`config.mk`:
```
export PLATFORM = sky130hd
export DESIGN_NAME = indexed_min_priority_queue
export DESIGN_NICKNAME = d
export VERILOG_FILES = /design/src/rtl/idxpq_pkg.sv /design/src/rtl/idxpq_cell.sv /design/src/rtl/indexed_min_priority_queue.sv
export SDC_FILE = /design/constraint.sdc
export NUM_CORES = 2
export LEC_CHECK = 0
export BUFFER_PORTS_ARGS = -buffer_cell sky130_fd_sc_hd__buf_2
export CAP_MARGIN = 20
export CORE_UTILIZATION = 45
export DETAILED_ROUTE_END_ITERATION = 8
export MAX_ROUTING_LAYER = met4
export PLACE_DENSITY_LB_ADDON = 0.1
export REMOVE_ABC_BUFFERS = 1
export SYNTH_ARGS = -nofsm -noshare
export SYNTH_HDL_FRONTEND = slang
export SYNTH_SLANG_ARGS = --single-unit
export TNS_END_PERCENT = 50
```
`constraint.sdc`:
```
create_clock -name i_clk -period 15.1 [get_ports i_clk]
set_input_delay 3.02 -clock i_clk [delete_from_list [all_inputs] [get_ports i_clk]]
set_output_delay 3.02 -clock i_clk [all_outputs]
set_load 0.01 [all_outputs]
```
`src/rtl/idxpq_pkg.sv`:
```
// ----------------------------------------------------------------------------
// idxpq_pkg - shared types for the indexed min priority queue
// Entry layout, control bundle for the sorted cell chain, codes and ordering.
// ----------------------------------------------------------------------------
package idxpq_pkg;

    localparam int ID_W        = 16;
    localparam int KEY_W       = 32;
    localparam int COUNT_OUT_W = 5;

    typedef enum logic {
        OP_PUSH = 1'b0,
        OP_POP  = 1'b1
    } t_op;

    typedef enum logic [1:0] {
        ST_DONE      = 2'd0,
        ST_FULL      = 2'd1,
        ST_EMPTY_POP = 2'd2
    } t_status;

    typedef enum logic [1:0] {
        S_IDLE,
        S_REMOVE,
        S_INSERT
    } t_state;

    typedef struct packed {
        logic                    valid;
        logic [ID_W-1:0]         ident;
        logic signed [KEY_W-1:0] key;
    } t_entry;

    // broadcast from the sequencer to every cell
    typedef struct packed {
        logic   remove;   // removal pass: matched cell and everything after it shift down
        logic   insert;   // insertion pass: new entry goes in at its sorted place
        logic   is_pop;   // removal targets the head, not an ident match
        t_entry item;     // entry being pushed
    } t_cell_ctrl;

    // true when entry a is served before entry b (key, then ident)
    function automatic logic entry_before(input t_entry a, input t_entry b);
        if (a.key != b.key) begin
            return a.key < b.key;
        end
        return a.ident < b.ident;
    endfunction

endpackage

```
`src/rtl/idxpq_cell.sv`:
```
// ----------------------------------------------------------------------------
// idxpq_cell - one slot of the sorted entry chain
// Holds one entry; shifts down on removal, shifts up or loads on insertion.
// ----------------------------------------------------------------------------
module idxpq_cell (
    input  logic                  i_clk,
    input  logic                  i_rst_n,
    input  idxpq_pkg::t_cell_ctrl i_ctrl,
    input  idxpq_pkg::t_entry     i_left,        // entry of the cell before
    input  idxpq_pkg::t_entry     i_right,       // entry of the cell after
    input  logic                  i_left_shift,  // removal point is at or before the cell before
    input  logic                  i_left_lt,     // new entry sorts before the cell before
    output idxpq_pkg::t_entry     o_entry,
    output idxpq_pkg::t_entry     o_next,
    output logic                  o_shift,
    output logic                  o_lt
);
    import idxpq_pkg::*;

    t_entry r_entry;
    t_entry n_entry;
    logic   w_match;

    // ident hit, only on push removal pass
    assign w_match = i_ctrl.remove && !i_ctrl.is_pop && r_entry.valid
                     && (r_entry.ident == i_ctrl.item.ident);
    assign o_shift = i_left_shift || w_match;
    assign o_lt    = !r_entry.valid || entry_before(i_ctrl.item, r_entry);

    always_comb begin
        n_entry = r_entry;
        if (i_ctrl.remove && o_shift) begin
            n_entry = i_right;
        end else if (i_ctrl.insert && o_lt) begin
            n_entry = i_left_lt ? i_left : i_ctrl.item;
        end
    end

    always_ff @(posedge i_clk) begin
        if (!i_rst_n) begin
            r_entry.valid <= 1'b0;
        end else begin
            r_entry.valid <= n_entry.valid;
        end
        r_entry.ident <= n_entry.ident;
        r_entry.key   <= n_entry.key;
    end

    assign o_entry = r_entry;
    assign o_next  = n_entry;

endmodule

```
`src/rtl/indexed_min_priority_queue.sv`:
```
// ----------------------------------------------------------------------------
// indexed_min_priority_queue - indexed min priority queue with key update
// Sorted chain of CAPACITY cells; head cell always holds the minimum entry.
// ----------------------------------------------------------------------------
// Each transfer in is a push (insert a new ident, or replace the key of an
// ident already held) or a pop of the minimum. Entries stay sorted by signed
// key, ties broken by smaller ident, across a chain of identical cells, so the
// minimum is always in the head cell. An operation is a removal pass (pop
// takes the head, a push drops any cell holding the same ident and the cells
// behind it close the gap) followed by an insertion pass (cells past the new
// entry's place move up one, the cell at its place loads it). The next item
// is taken at the edge that ends the insertion pass, so no new item is taken
// while one is in flight; the insertion pass waits while a previous result is
// still held stalled at the output. Each item yields one result transfer with
// the minimum ident/key after the operation (zero when empty), the empty flag,
// the count (low 5 bits) and a status: done, push dropped on a full store, or
// pop ignored on an empty store. Reset clears the store.
// ----------------------------------------------------------------------------
module indexed_min_priority_queue #(
    parameter int CAPACITY = 16
) (
    input  logic                                   i_clk,
    input  logic                                   i_rst_n,
    // input channel
    input  logic                                   i_in_valid,
    output logic                                   o_in_stall,
    input  logic                                   i_operation,
    input  logic [idxpq_pkg::ID_W-1:0]             i_ident,
    input  logic signed [idxpq_pkg::KEY_W-1:0]     i_prio_key,
    // output channel
    output logic                                   o_out_valid,
    input  logic                                   i_out_stall,
    output logic [idxpq_pkg::ID_W-1:0]             o_min_ident,
    output logic signed [idxpq_pkg::KEY_W-1:0]     o_min_key,
    output logic                                   o_is_empty,
    output logic [idxpq_pkg::COUNT_OUT_W-1:0]      o_entry_count,
    output logic [1:0]                             o_status
);
    import idxpq_pkg::*;

    localparam int CNT_W = $clog2(CAPACITY + 1);
    localparam int EXT_W = (CNT_W > COUNT_OUT_W) ? CNT_W : COUNT_OUT_W;

    // sequencer
    t_state r_state, n_state;
    t_op    r_op;
    t_entry r_item;
    logic   r_hit;        // push found its ident in the removal pass
    logic [CNT_W-1:0] r_count, n_count;

    // result register
    logic                 r_out_valid;
    logic [ID_W-1:0]      r_min_ident;
    logic signed [KEY_W-1:0] r_min_key;
    logic                 r_is_empty;
    logic [CNT_W-1:0]     r_res_count;
    t_status              r_status, n_status;

    logic       w_out_free;
    logic       w_commit;
    logic       w_in_xfer;
    logic       w_full;
    logic       w_empty;
    t_cell_ctrl w_ctrl;

    // cell chain wiring
    t_entry w_entry [CAPACITY];
    t_entry w_next  [CAPACITY];
    logic   w_shift [CAPACITY];
    logic   w_lt    [CAPACITY];

    logic [EXT_W-1:0] w_count_ext;

    assign w_out_free = !r_out_valid || !i_out_stall;
    assign w_commit   = (r_state == S_INSERT) && w_out_free;
    assign o_in_stall = !((r_state == S_IDLE) || w_commit);
    assign w_in_xfer  = i_in_valid && !o_in_stall;
    assign w_full     = (r_count == CNT_W'(CAPACITY));
    assign w_empty    = (r_count == '0);

    // next state
    always_comb begin
        n_state = r_state;
        unique case (r_state)
            S_IDLE:   if (i_in_valid) n_state = S_REMOVE;
            S_REMOVE: n_state = S_INSERT;
            S_INSERT: if (w_out_free) n_state = i_in_valid ? S_REMOVE : S_IDLE;
            default:  n_state = S_IDLE;
        endcase
    end

    // cell control, count and status
    always_comb begin
        w_ctrl.remove = (r_state == S_REMOVE);
        w_ctrl.insert = w_commit && (r_op == OP_PUSH) && (r_hit || !w_full);
        w_ctrl.is_pop = (r_op == OP_POP);
        w_ctrl.item   = r_item;
        n_count       = r_count;
        n_status      = ST_DONE;
        if (r_op == OP_PUSH) begin
            if (!r_hit) begin
                if (w_full) n_status = ST_FULL;
                else        n_count  = r_count + CNT_W'(1);
            end
        end else begin
            if (w_empty) n_status = ST_EMPTY_POP;
            else         n_count  = r_count - CNT_W'(1);
        end
    end

    always_ff @(posedge i_clk) begin
        if (!i_rst_n) begin
            r_state     <= S_IDLE;
            r_count     <= '0;
            r_out_valid <= 1'b0;
        end else begin
            r_state <= n_state;
            if (w_commit) begin
                r_count     <= n_count;
                r_out_valid <= 1'b1;
            end else if (!i_out_stall) begin
                r_out_valid <= 1'b0;
            end
        end
    end

    // captured item and match flag (payload, no reset)
    always_ff @(posedge i_clk) begin
        if (w_in_xfer) begin
            r_op         <= t_op'(i_operation);
            r_item.valid <= 1'b1;
            r_item.ident <= i_ident;
            r_item.key   <= i_prio_key;
        end
        if (r_state == S_REMOVE) begin
            r_hit <= w_shift[CAPACITY-1];
        end
    end

    // result: head cell as it will be after the insertion pass
    always_ff @(posedge i_clk) begin
        if (w_commit) begin
            r_min_ident <= w_next[0].valid ? w_next[0].ident : '0;
            r_min_key   <= w_next[0].valid ? w_next[0].key   : '0;
            r_is_empty  <= !w_next[0].valid;
            r_res_count <= n_count;
            r_status    <= n_status;
        end
    end

    genvar g;
    generate
        for (g = 0; g < CAPACITY; g++) begin : g_cell
            t_entry w_left, w_right;
            logic   w_left_shift, w_left_lt;
            if (g == 0) begin : g_head
                assign w_left       = '0;
                // pop removes the head: start the shift at the first cell
                assign w_left_shift = w_ctrl.remove && w_ctrl.is_pop;
                assign w_left_lt    = 1'b0;
            end else begin : g_body
                assign w_left       = w_entry[g-1];
                assign w_left_shift = w_shift[g-1];
                assign w_left_lt    = w_lt[g-1];
            end
            if (g == CAPACITY - 1) begin : g_tail
                assign w_right = '0;
            end else begin : g_mid
                assign w_right = w_entry[g+1];
            end
            idxpq_cell u_cell (
                .i_clk        (i_clk),
                .i_rst_n      (i_rst_n),
                .i_ctrl       (w_ctrl),
                .i_left       (w_left),
                .i_right      (w_right),
                .i_left_shift (w_left_shift),
                .i_left_lt    (w_left_lt),
                .o_entry      (w_entry[g]),
                .o_next       (w_next[g]),
                .o_shift      (w_shift[g]),
                .o_lt         (w_lt[g])
            );
        end
    endgenerate

    assign w_count_ext   = EXT_W'(r_res_count);
    assign o_out_valid   = r_out_valid;
    assign o_min_ident   = r_min_ident;
    assign o_min_key     = r_min_key;
    assign o_is_empty    = r_is_empty;
    assign o_entry_count = w_count_ext[COUNT_OUT_W-1:0];
    assign o_status      = r_status;

endmodule

```
After elaboration in Yosys (flattened, before gate mapping) --
Cells that the tools add are included.
Storage, ports and cells: register bits after elaboration 898, bits of input ports 53, output and inout bits 58, word-level logic and storage cells 386
Cells by class: add/sub/neg operators 2, magnitude comparators 32, equal/unequal tests 38, muxes and demuxes 107, bitwise gates (word level) 2, reductions and logical operators 145
Operators by type and width (number):
- two-way mux 49 bit | 45
- less-than comparator 32 bit | 16
- inequality test 32 bit | 16
- equality test 16 bit | 16
- less-than comparator 16 bit | 16
- logical AND 1 bit | 70
- two-way mux 1 bit | 53
- logical OR 1 bit | 35
- nonzero test 2 bit | 14
- logical NOT 1 bit | 22
- two-way mux 5 bit | 4
- two-way mux 2 bit | 4
- one-hot mux 2 bit (3 select lines) | 1
- adder 5 x 1 -> 5 bit, second input constant | 1
- equality test 5 bit, second input constant | 1
- logical NOT 5 bit | 1
- subtractor 5 x 1 -> 5 bit, second input constant | 1
- inequality test 2 bit, second input constant | 2
- equality test 2 x 1 -> 1 bit, second input constant | 1
- equality test 2 bit, second input constant | 1
- logical NOT 2 bit | 1
- inequality test 2 x 1 -> 1 bit, second input constant | 1
- inverter 1 bit | 2
- AND reduction 2 bit | 1
- OR reduction 2 bit | 1

Logic depth before layout (Yosys ltp) --
word-level depth 22, gate-level depth with buffers 14

Cells and area by module --
A second synthesis with hierarchy kept.
Unflattened totals: cell total of the unflattened synthesis 7433, area, all modules 66094.6 µm²
By module, submodules not included:
- idxpq_cell at g_cell[0].u_cell ... | times used 15, cells an instance 449, area each 3872.5 µm², sequential area each 980.9 µm²
- indexed_min_priority_queue | times used 1, cells an instance 243, area each 4134.0 µm², sequential area each 3343.2 µm²
- idxpq_cell at g_cell[9].u_cell | times used 1, cells an instance 455, area each 3873.7 µm², sequential area each 980.9 µm²

Worst setup path after synthesis --
No wires, ideal clock.
path type input to register, start point in i_out_stall, end point reg g_cell[8].u_cell.r_entry, in the netlist g_cell[8].u_cell.o_entry[0] (enable), setup time 0.521 ns, arrival time 8.103 ns, slack 6.477 ns, stages on the path 6, cell sequence nand2_1 > nand2b_1 > clkinv_1 > nand2_1 > clkbuf_1 > o21ai_0
Between the ends: cells in the longest elaborated chain, start to end 7
RTL lines:
- start: declaration | line indexed_min_priority_queue.sv:32 | input logic i_out_stall,
- logical NOT 1 bit
- logical OR 1 bit | line indexed_min_priority_queue.sv:74 | assign w_out_free = !r_out_valid || !i_out_stall;
- logical AND 1 bit | line indexed_min_priority_queue.sv:75 | assign w_commit = (r_state == S_INSERT) && w_out_free;
- named net w_commit | line indexed_min_priority_queue.sv:60 | logic w_commit;
- logical AND 1 bit (2 in a row) | line indexed_min_priority_queue.sv:95 | w_ctrl.insert = w_commit && (r_op == OP_PUSH) && (r_hit || !w_full);
- logical AND 1 bit | line idxpq_cell.sv:34 | end else if (i_ctrl.insert && o_lt) begin
- nonzero test 2 bit (no source line)
- end: declaration | line idxpq_cell.sv:20 | t_entry r_entry;
The timed path passes the listed nets, and every way through them passes these cells. A chain may end at the register's enable or synchronous reset.

Worst setup path after layout --
start point in i_out_stall, end point out o_in_stall
Between the ends: cells in the longest elaborated chain, start to end 5
RTL lines:
- logical NOT 1 bit
- logical OR 1 bit | line indexed_min_priority_queue.sv:74
- logical AND 1 bit | line indexed_min_priority_queue.sv:75
- logical OR 1 bit | line indexed_min_priority_queue.sv:76 | assign o_in_stall = !((r_state == S_IDLE) || w_commit);
- logical NOT 1 bit | line indexed_min_priority_queue.sv:76
- end: declaration | line indexed_min_priority_queue.sv:26 | output logic o_in_stall,
No other way between the ends.

==> results.json <==
{
  "dr_wl_met3_um": 21300,
  "report.final.hold_viol_count": 0,
  "synthMuxAreaShare_pct": 3.86,
  "synth_top_area_cell": "edfxtp_1",
  "finalPower_mw": 7.49,
  "ys_seq_area_share_pct": 39.2,
  "synth_compound_area_share_pct": 20.4,
  "core_mm2": 0.144,
  "outcome": "finished, final reports clean",
  "dieWidth_um": 384,
  "p_per_area_mw_per_mm2": 104,
  "critPathCaptureType": "output port",
  "synthCells": 7128,
  "cpMostUsedCell": "buf_2",
  "die_area_mm2": 0.147,
  "first_pass_iters": 6,
  "dr_wl_met2_um": 102000,
  "cp_num_buf_inv": 3,
  "wl_met1_um": 109000,
  "synth.distinct_cells": 77,
  "antenna_found_initial": 5,
  "tns_ns": 0,
  "cts_resized": 0,
  "grt_pass1_vias": 54600,
  "ys_async_sr_fraction_pct": 0,
  "cp.arrival_ns": 3.62,
  "path_class": "primary input to output port",
  "multi_input_area_mm2": 0.0350,
  "fillCellCount": 13500,
  "critPathTopFamily": "buffers and inverters",
  "critPathMaxStageDelay_ns": 0.26,
  "rows": 139,
  "drt_wl_total_um": 240000,
  "nNetsFinal": 7786,
  "setup_viol": 0,
  "synth_top_family_by_area": "compound AO/OA/AOI/OAI gates",
  "wl_per_cell_um": 26.7,
  "hpwl_um": 174000,
  "worstPathCellList": "buf_2, a31oi_1, inv_1, buf_2",
  "synthAdderAreaFrac_pct": 14.7,
  "tightest_slew_ns": 1.15,
  "routed.top_layer": "met4",
  "grt_max_degree": 114,
  "ios": 111,
  "maxSlewHeadroom_pct": 23.1,
  "maxCapViolations": 0,
  "portBuffers": 110,
  "synth-simple-area-share_pct": 13.8,
  "period_minus_slack_ns": 6.64,
  "cts_tree": "done",
  "gp_congestion": 0.954,
  "start_util_pct": 45.5,
  "yosys_warnings": 0,
  "clockBufferDepth": 3,
  "gr-total-overflow": 0,
  "synth.area.top_cells": "edfxtp_1 (36%), ha_1 (15%), inv_1 (4.4%)",
  "synth-seq-cells": 898,
  "netlist_area_mm2": 0.0657,
  "fin_crit_sh_pct": 43.9,
  "htreeDepth": 3,
  "via_count": 58200,
  "grt_pass1_wl_um": 358000,
  "drv_slew": 0,
  "postSynthAreaPerCell_um2": 9.21,
  "critical_path.slowest_cell": "a31oi_1",
  "seq_area_mm2": 0.0258,
  "cts_setup_buffers": 0,
  "hold_path.class": "flip-flop to flip-flop",
  "cts_buffers": 111,
  "drtIter0Drc": 6469,
  "clk_latency_ns": 0.76,
  "fp.dieH_um": 384,
  "cp.required_ns": 12.08,
  "synth_edf_count": 778,
  "clkSinkCount": 898,
  "p_leak_nw": 30.0,
  "drc": 0,
  "synth_flop_cell": "edfxtp_1",
  "cts_root_buffer": "clkbuf_16",
  "fmax_mhz": 151,
  "skew_ns": 0.0393,
  "layout-drive-gt1-share_pct": 8.29,
  "track_usage_pct": 32.7,
  "ir_drop_mv": 0.110,
  "synth-xor-area-share_pct": 0.0133,
  "synthToLayoutAreaGrowth_pct": 9.34,
  "worstPathMaxFanout": 4,
  "start_kind": "primary input",
  "viasPerCell": 6.49,
  "clk_pin_slew_worst_paths_ns": 0.06,
  "ctsHoldBuffers": 0,
  "rsz0062_at_grt": "false",
  "final_antenna_net_count": 0,
  "synth_top_area_share_pct": 35.6
}
## routing by layer
metal	track usage, %	vias up
met1	47.6	28500
met3	4.84	457
li1	-	26400
met4	9.97	0
met2	46.3	2853
met5	-	-
## cell usage after synthesis (52+ instances only)
| master | number |
|---|---|
| o31ai_1 | 205 |
| clkbuf_1 | 440 |
| mux2i_1 | 250 |
| nand2_1 | 438 |
| a21oi_1 | 359 |
| o211ai_1 | 127 |
| o2111ai_1 | 97 |
| nor2b_1 | 65 |
| inv_1 | 775 |
| nand4_1 | 303 |
| nor3_1 | 86 |
| ha_1 | 770 |
| dfxtp_1 | 120 |
| nand3_1 | 301 |
| buf_2 | 82 |
| o221ai_1 | 54 |
| a22oi_1 | 52 |
| a211oi_1 | 93 |
| edfxtp_1 | 778 |
| o21ai_0 | 217 |
| a31oi_1 | 399 |
| a21o_1 | 173 |
| nor2_1 | 545 |
## report_power, final
group / internal (mW) / switching, mW / total [mW]
sequential: 2.95 / 0.194 / 3.15
combinational: 0.572 / 1.02 / 1.60
clock: 1.58 / 1.16 / 2.74
## worst min-delay path, cell delays in order (launching register included)
cell and delay, ns:
dfxtp_1 0.32, nand2_1 0.09, a21oi_1 0.06
## layout by cell type (no fill, tap or decap), types with 82 or more instances in the layout
cell type  count
buf_4        173
a21oi_1      357
nor2_1       539
ha_1         770
edfxtp_1     778
o31ai_1      204
mux2i_1      249
inv_1        775
clkbuf_16    113
nor3_1        82
nand3_1      301
a31oi_1      399
nand2_1      432
o2111ai_1     97
a211oi_1      93
buf_2        110
o21ai_0      211
a21o_1       173
dfxtp_1      120
o211ai_1     127
nand4_1      303
## cell families after synthesis
group,count (synthesis)
AO/OA/AOI/OAI,1960
buffers and inverters,1349
XOR/XNOR,1
flip-flops,898
multiplexers,253
AND/OR/NAND/NOR,1897
adder cells (fa/ha/maj),770
## path summary, 6_finish.rpt
kind               startpoint                            end  slack, ns  cells past startpoint
setup / recovery  i_out_stall                     o_in_stall       8.46                      4
hold / removal    o_out_valid                    o_out_valid       0.52                      2
setup reg to reg   r_item[13]  g_cell[13].u_cell.o_entry[17]       9.28                     12
hold reg to reg   o_out_valid                    o_out_valid       0.52                      2
## layout make-up
class	count	share of cell area, %
antenna	2	0.00697
clock inverter	53	0.755
sequential	898	35.9
tap	1903	3.32
timing repair buffer	292	2.81
multi-input combinational	4881	48.8
clock buffer	156	4.37
inverter	779	4.07
## registers in the layout (all words and copies together) (netlist names)
name / count
r_op: 1
o_out_valid: 1
o_status: 2
o_min_ident: 16
r_state: 2
r_item: 48
o_entry_count: 5
o_min_key: 32
r_hit: 1
o_is_empty: 1
r_count: 5
g_cell.u_cell.o_entry: 784
## per-stage QoR
step	cells	instance area, um^2	utilization, %	hold slack, ns	worst slack (ns)
2_1_floorplan	6558	63300	-	0.473	-0.101
3_3_place_gp	8748	68000	47.2	0.512	8.44
3_5_place_dp	8750	68100	47.2	0.520	8.46
4_1_cts	8959	71700	49.8	0.528	8.46
5_1_grt	8964	71800	49.8	0.555	8.39
6_report	8964	71800	49.8	0.525	8.46
(Power assumes the default switching activity.)
